===== config.mk =====
export PLATFORM = sky130hd
export DESIGN_NAME = bpa_ctrl
export DESIGN_NICKNAME = d
export VERILOG_FILES = /design/src/design/bpa_pkg.sv /design/src/design/bpa_ctrl.sv
export SDC_FILE = /design/constraint.sdc
export NUM_CORES = 1
export LEC_CHECK = 0
export BUFFER_PORTS_ARGS = -buffer_cell sky130_fd_sc_hd__buf_2
export CORE_MARGIN = 2
export CORE_UTILIZATION = 50
export CTS_CLUSTER_DIAMETER = 120
export DETAILED_ROUTE_END_ITERATION = 16
export PLACE_DENSITY = 0.84
export SLEW_MARGIN = 20
export SYNTH_ARGS = -nofsm -noshare
export SYNTH_HDL_FRONTEND = slang
export SYNTH_SLANG_ARGS = --single-unit

===== constraint.sdc =====
create_clock -name clk_i -period 2.32 [get_ports clk_i]
set_clock_uncertainty 0.15 [all_clocks]
set_input_delay 0.116 -clock clk_i [delete_from_list [all_inputs] [get_ports clk_i]]
set_output_delay 0.116 -clock clk_i [all_outputs]
set_load 0.02 [all_outputs]

===== src/design/bpa_pkg.sv =====
// Shared types and constants of the buddy page allocator.
// Used by bpa_ctrl, bpa_dp and buddy_page_allocator_top; depends on nothing.
package bpa_pkg;

  // Default sizes of the allocator.
  localparam int ORDER_LIMIT_DEF = 20;
  localparam int LIST_DEPTH_DEF  = 1024;
  localparam int PAGE_BITS_DEF   = 24;

  // Fixed field widths.
  localparam int PW = 24;  // page numbers on the ports
  localparam int KW = 5;   // block order counter

  // Fixed scheme constants.
  localparam int RES_ORDER  = 9;    // order of a 2 MB block
  localparam int CHUNK_SIZE = 512;  // pages in a 2 MB block

  // Operation codes.
  localparam logic [1:0] OP_INIT    = 2'd0;
  localparam logic [1:0] OP_ALLOC   = 2'd1;
  localparam logic [1:0] OP_RESERVE = 2'd2;
  localparam logic [1:0] OP_FREE    = 2'd3;

  // Status codes.
  localparam logic [1:0] ST_OK       = 2'd0;
  localparam logic [1:0] ST_NO_FREE  = 2'd1;
  localparam logic [1:0] ST_OVERFLOW = 2'd2;
  localparam logic [1:0] ST_BAD_REQ  = 2'd3;

  // Register indexes.
  localparam logic [1:0] REG_MEMORY_MB = 2'd0;
  localparam logic [1:0] REG_KERNEL_MB = 2'd1;
  localparam logic [1:0] REG_MAX_ORDER = 2'd2;

  // Configuration registers.
  typedef struct packed {
    logic [15:0] memory_mb;
    logic [15:0] kernel_mb;
    logic [4:0]  max_order;
  } cfg_t;

  // Datapath commands, one per controller step.
  typedef enum logic [4:0] {
    C_NOP,
    C_LOAD,
    C_INIT_CLR,
    C_INIT_SETK,
    C_INIT_STEP,
    C_LOG_STEP,
    C_ALLOC_SET,
    C_SRCH_BACK,
    C_SRCH_FRONT,
    C_CAP,
    C_SPLIT,
    C_RES_START,
    C_RES_OUT9,
    C_CHUNK,
    C_RES_OUTL,
    C_FREE_PUSH,
    C_SET_BAD
  } dp_cmd_e;

  // Datapath status toward the controller.
  typedef struct packed {
    logic [1:0] op;
    logic       p_gt_m;
    logic       p_ge_m;
    logic       init_fit;
    logic       bad_range;
    logic       log_more;
    logic       k_gt_em;
    logic       srch_empty;
    logic       split_more;
    logic       res9;
    logic       chunk_more;
    logic       pushed_zero;
  } dp_stat_t;

  // Controller states.
  typedef enum logic [4:0] {
    S_IDLE,
    S_DISP,
    S_INIT_CLR,
    S_INIT_CHK,
    S_INIT_STEP,
    S_FREE_CHK,
    S_LOG,
    S_ALLOC_SET,
    S_SRCH_A,
    S_CAP_A,
    S_SPLIT,
    S_RES_START,
    S_RES_OUT9,
    S_SRCH_R,
    S_CAP_R,
    S_CHUNK,
    S_RES_OUTL,
    S_FREE_PUSH,
    S_DONE
  } ctrl_state_e;

endpackage


===== src/design/bpa_ctrl.sv =====
// Sequencer of the buddy page allocator: steps each operation through the datapath.
// Depends on bpa_pkg.
module bpa_ctrl (
  input  logic              clk_i,
  input  logic              rst_ni,
  input  logic              in_valid_i,
  input  logic              out_free_i,
  input  bpa_pkg::dp_stat_t stat_i,
  output logic              in_stall_o,
  output bpa_pkg::dp_cmd_e  cmd_o,
  output logic              out_load_o
);

  bpa_pkg::ctrl_state_e state_q, state_d;

  // State register.
  always_ff @(posedge clk_i or negedge rst_ni) begin
    if (!rst_ni) begin
      state_q <= bpa_pkg::S_IDLE;
    end else begin
      state_q <= state_d;
    end
  end

  // Next state.
  always_comb begin
    state_d = state_q;
    case (state_q)
      bpa_pkg::S_IDLE: begin
        if (in_valid_i) state_d = bpa_pkg::S_DISP;
      end
      bpa_pkg::S_DISP: begin
        case (stat_i.op)
          bpa_pkg::OP_INIT:    state_d = bpa_pkg::S_INIT_CLR;
          bpa_pkg::OP_ALLOC:   state_d = bpa_pkg::S_LOG;
          bpa_pkg::OP_RESERVE: state_d = bpa_pkg::S_RES_START;
          default:             state_d = bpa_pkg::S_FREE_CHK;
        endcase
      end
      bpa_pkg::S_INIT_CLR: begin
        state_d = stat_i.p_gt_m ? bpa_pkg::S_DONE : bpa_pkg::S_INIT_CHK;
      end
      bpa_pkg::S_INIT_CHK: begin
        state_d = stat_i.p_ge_m ? bpa_pkg::S_DONE : bpa_pkg::S_INIT_STEP;
      end
      bpa_pkg::S_INIT_STEP: begin
        if (stat_i.init_fit) state_d = bpa_pkg::S_INIT_CHK;
      end
      bpa_pkg::S_FREE_CHK: begin
        state_d = stat_i.bad_range ? bpa_pkg::S_DONE : bpa_pkg::S_LOG;
      end
      bpa_pkg::S_LOG: begin
        if (!stat_i.log_more) begin
          state_d = (stat_i.op == bpa_pkg::OP_ALLOC) ? bpa_pkg::S_ALLOC_SET
                                                     : bpa_pkg::S_FREE_PUSH;
        end
      end
      bpa_pkg::S_ALLOC_SET: begin
        state_d = stat_i.k_gt_em ? bpa_pkg::S_DONE : bpa_pkg::S_SRCH_A;
      end
      bpa_pkg::S_SRCH_A: begin
        if (stat_i.k_gt_em) state_d = bpa_pkg::S_DONE;
        else if (!stat_i.srch_empty) state_d = bpa_pkg::S_CAP_A;
      end
      bpa_pkg::S_CAP_A:   state_d = bpa_pkg::S_SPLIT;
      bpa_pkg::S_SPLIT: begin
        if (!stat_i.split_more) state_d = bpa_pkg::S_DONE;
      end
      bpa_pkg::S_RES_START: begin
        state_d = stat_i.res9 ? bpa_pkg::S_RES_OUT9 : bpa_pkg::S_SRCH_R;
      end
      bpa_pkg::S_RES_OUT9: state_d = bpa_pkg::S_DONE;
      bpa_pkg::S_SRCH_R: begin
        if (stat_i.k_gt_em) state_d = bpa_pkg::S_DONE;
        else if (!stat_i.srch_empty) state_d = bpa_pkg::S_CAP_R;
      end
      bpa_pkg::S_CAP_R:   state_d = bpa_pkg::S_CHUNK;
      bpa_pkg::S_CHUNK: begin
        if (!stat_i.chunk_more) begin
          state_d = stat_i.pushed_zero ? bpa_pkg::S_DONE : bpa_pkg::S_RES_OUTL;
        end
      end
      bpa_pkg::S_RES_OUTL:  state_d = bpa_pkg::S_DONE;
      bpa_pkg::S_FREE_PUSH: state_d = bpa_pkg::S_DONE;
      bpa_pkg::S_DONE: begin
        if (out_free_i) state_d = bpa_pkg::S_IDLE;
      end
      default: state_d = bpa_pkg::S_IDLE;
    endcase
  end

  // Outputs: the datapath command of each step.
  always_comb begin
    cmd_o      = bpa_pkg::C_NOP;
    out_load_o = 1'b0;
    in_stall_o = (state_q != bpa_pkg::S_IDLE);
    case (state_q)
      bpa_pkg::S_IDLE: begin
        if (in_valid_i) cmd_o = bpa_pkg::C_LOAD;
      end
      bpa_pkg::S_INIT_CLR:  cmd_o = bpa_pkg::C_INIT_CLR;
      bpa_pkg::S_INIT_CHK: begin
        if (!stat_i.p_ge_m) cmd_o = bpa_pkg::C_INIT_SETK;
      end
      bpa_pkg::S_INIT_STEP: cmd_o = bpa_pkg::C_INIT_STEP;
      bpa_pkg::S_FREE_CHK: begin
        if (stat_i.bad_range) cmd_o = bpa_pkg::C_SET_BAD;
      end
      bpa_pkg::S_LOG:       cmd_o = bpa_pkg::C_LOG_STEP;
      bpa_pkg::S_ALLOC_SET: cmd_o = bpa_pkg::C_ALLOC_SET;
      bpa_pkg::S_SRCH_A:    cmd_o = bpa_pkg::C_SRCH_BACK;
      bpa_pkg::S_CAP_A:     cmd_o = bpa_pkg::C_CAP;
      bpa_pkg::S_SPLIT:     cmd_o = bpa_pkg::C_SPLIT;
      bpa_pkg::S_RES_START: cmd_o = bpa_pkg::C_RES_START;
      bpa_pkg::S_RES_OUT9:  cmd_o = bpa_pkg::C_RES_OUT9;
      bpa_pkg::S_SRCH_R:    cmd_o = bpa_pkg::C_SRCH_FRONT;
      bpa_pkg::S_CAP_R:     cmd_o = bpa_pkg::C_CAP;
      bpa_pkg::S_CHUNK:     cmd_o = bpa_pkg::C_CHUNK;
      bpa_pkg::S_RES_OUTL:  cmd_o = bpa_pkg::C_RES_OUTL;
      bpa_pkg::S_FREE_PUSH: cmd_o = bpa_pkg::C_FREE_PUSH;
      bpa_pkg::S_DONE:      out_load_o = out_free_i;
      default: cmd_o = bpa_pkg::C_NOP;
    endcase
  end

endmodule


==> run summary <==
Status: completed
Part of the power in registers: 0.194
Vias in the first global route: 979
Die H: 45.97 um
CP Launch Type: flip-flop
DP Area: 993.5 um2
DR vias: 1061
Clk root buf: clkbuf_4
Syn Nets: 140
Reg2reg start: state_q[4]
Comb pwr share: 0.730
Core footprint: 1689 um2
Worst hold path class: input pin to async pin
Met3 Use GR: 0.04762
Initial antenna violation count: 0
Internal: 631.5 uW
CTS buffer count: 3
Tmin final: 2.118 ns
Sequential share of the synthesized area: 0.1420
Worst Tran Pin Value: 0.6112 ns
Asr flop ratio synth: 1.000
Setup_tns: 0 ns
Worst rel slew slack: 0.5925
Post-layout util: 0.6104
Htree depth: 1
Antenna cells: 0
Detailed placer's ending HPWL: 1930 um
Synth Cell Area: 880.8 um2
Final antenna-violating net count: 0
Largest net degree at the start of global routing: 20
Fin cells: 163
Final Cell Area: 1031 um2
Met2 Use GR: 0.4361
Dominant synthesized flop cell: dfrtp_1
GRT Util Overall: 0.2767
Lkg Pwr: 0.4509 nW
Post-Synthesis Cells: 123
GR Overflow Total: 0
Clk buf depth: 2
Worst R2R Setup Slack: 0.26 ns
#FFs+latches synth: 5
Layout cells sized above 1: 0.2945
First-pass GRT wire length: 4243 um
Fin. Hold Viols: 0
Routing usage on met1: 0.3563
Yosys warns: 0
Max VDD drop: 0.9534 mV
CTS tree: built
Die area: 2113 um2
CTS clk-pin slew, worst paths: 0.05 ns
WL/cell: 15.85 um
Fin. max-slew vios: 0
Final WL: 2584 um
Period Utilization, post-route: 0.9131
WP data arrival: 1.85 ns
I/O pin cnt: 24
Placed cells: 158
Critical path required time: 2.05 ns
Placer congestion estimate: 0.9215
Crit Reg-Reg Endpoint: state_q[2]
Regs by FF count: state_q x5
PwrDens: 1357 nW/um2
Average vias per placed instance: 6.509
RSZ-0062 raised after global routing: false
Critical path endpoint category: output port
Chip width: 45.97 um
NetSw: 767.6 uW
Iter 0 DRT Violations: 54
Residual DRC: 0
R2R depth: 4
Cell Rows: 15
Most common cell after layout, fill and taps aside: buf_2
Commonest non-fill, non-tap cells in the layout: buf_2 (23), nand2_1 (13), nor2_1 (11)
Clk_lat worst skew: 0.25 ns
Top reg by flops: state_q
Net Sw Frac: 0.5487
EDFF count, synth: 0
Max Cap Violations: 0
Final hold slack: 0.05531 ns
Port Buffers: 23
Kind of critical path: flip-flop to output port
Pre-antenna DRT Iters: 4
Maximum clock rate: 472.1 MHz
Syn_area_per_cell: 7.161 um2
Critical path peak fanout: 19
Synth cell types: 50
Clock power share: 0.076
Initial Util: 0.5215
Setup Fix Bufs, Post-CTS: 0
Clk sink count: 5
# setup viols final: 0
Max reg flops: 5
Most Crowded Layer GR: met2
Final net count: 164
Area Overhead vs Synth: 17.05%
[through the flow]
step	setup slack, ns	total power [mW]
after floorplan	0.4829	1.036
after global placement	0.3090	1.227
after detailed placement	0.2960	1.266
after CTS	0.1599	1.382
after global routing	0.1083	1.516
final	0.2017	1.399
[synthesized netlist by cell type, drive strengths merged (2+ instances only)]
cell	count	area (um2)
nand2	14	60.06
nor2	12	47.55
buf	11	68.81
o21ai	10	50.04
nand2b	7	43.79
nor2b	6	37.54
dfrtp	5	125.1
a21oi	4	20.02
nor3	4	25.02
a31oi	3	18.77
inv	3	11.26
nand3	3	15.01
o211ai	3	22.52
a211o	2	17.52
a32oi	2	17.52
and3	2	12.51
mux2	2	22.52
mux2i	2	20.02
nand4	2	12.51
nor3b	2	20.02
o22ai	2	12.51
o31ai	2	15.01
o32a	2	20.02
o32ai	2	25.03
[worst max path at each step]
stage	startpoint	endpoint	slack, ns
after global routing	state_q[4]	cmd_o[2]	0.11
final	state_q[4]	cmd_o[2]	0.20
after CTS	state_q[0]	cmd_o[2]	0.16
after global placement	state_q[4]	state_q[2]	0.31
after floorplan	state_q[3]	cmd_o[1]	0.48
after detailed placement	state_q[0]	state_q[4]	0.30
[metal layers]
| layer | vias to the layer above | wire length, um |
|---|---|---|
| met5 | - | 0 |
| met4 | 0 | 55 |
| met3 | 7 | 199 |
| met2 | 67 | 1274 |
| met1 | 476 | 1054 |
| li1 | 511 | - |
[final cells by class]
cell class	instances	area [um2]
multi-input cells	104	675.6
inverters	3	11.26
clock buffers	4	26.28
flip-flops and latches	5	126.4
repair buffers	30	170.2
fillers	153	658.1
well taps	17	21.27
[power groups by stage]
stage | Combinational (mW) | Sequential [mW] | Clock, mW
2_1_floorplan | 0.869 | 0.167 | 0
3_3_place_gp | 0.968 | 0.258 | 0
3_5_place_dp | 1.00 | 0.265 | 0
4_1_cts | 1.01 | 0.263 | 0.112
5_1_grt | 1.12 | 0.282 | 0.113
6_report | 1.02 | 0.271 | 0.106
[worst max-delay path, stage by stage (launching register included)]
cell	delay, ns
dfrtp_1	0.70
nand2b_1	0.21
or3_1	0.39
o21ai_0	0.09
buf_2	0.19
[logic make-up (layout without fill, tap and decap cells)]
group / Yosys count / after routing / synth area share
DFF: 5 / 5 / 0.1420
AOI/OAI and AO/OA: 41 / 41 / 0.3424
and+or+nand+nor: 57 / 57 / 0.3551
adders and majority gates: 1 / 1 / 0.01136
muxes: 4 / 4 / 0.04829
buffers and inverters: 14 / 37 / 0.09090
xor gates and xnor gates: 1 / 1 / 0.009945
[repair_timing]
item                       CTS  global route
setup endpoints to repair    0             1
hold buffers                 1             0
resized for setup            0             1
hold endpoints to repair     5             0
Power figures use the tool's default switching activity.
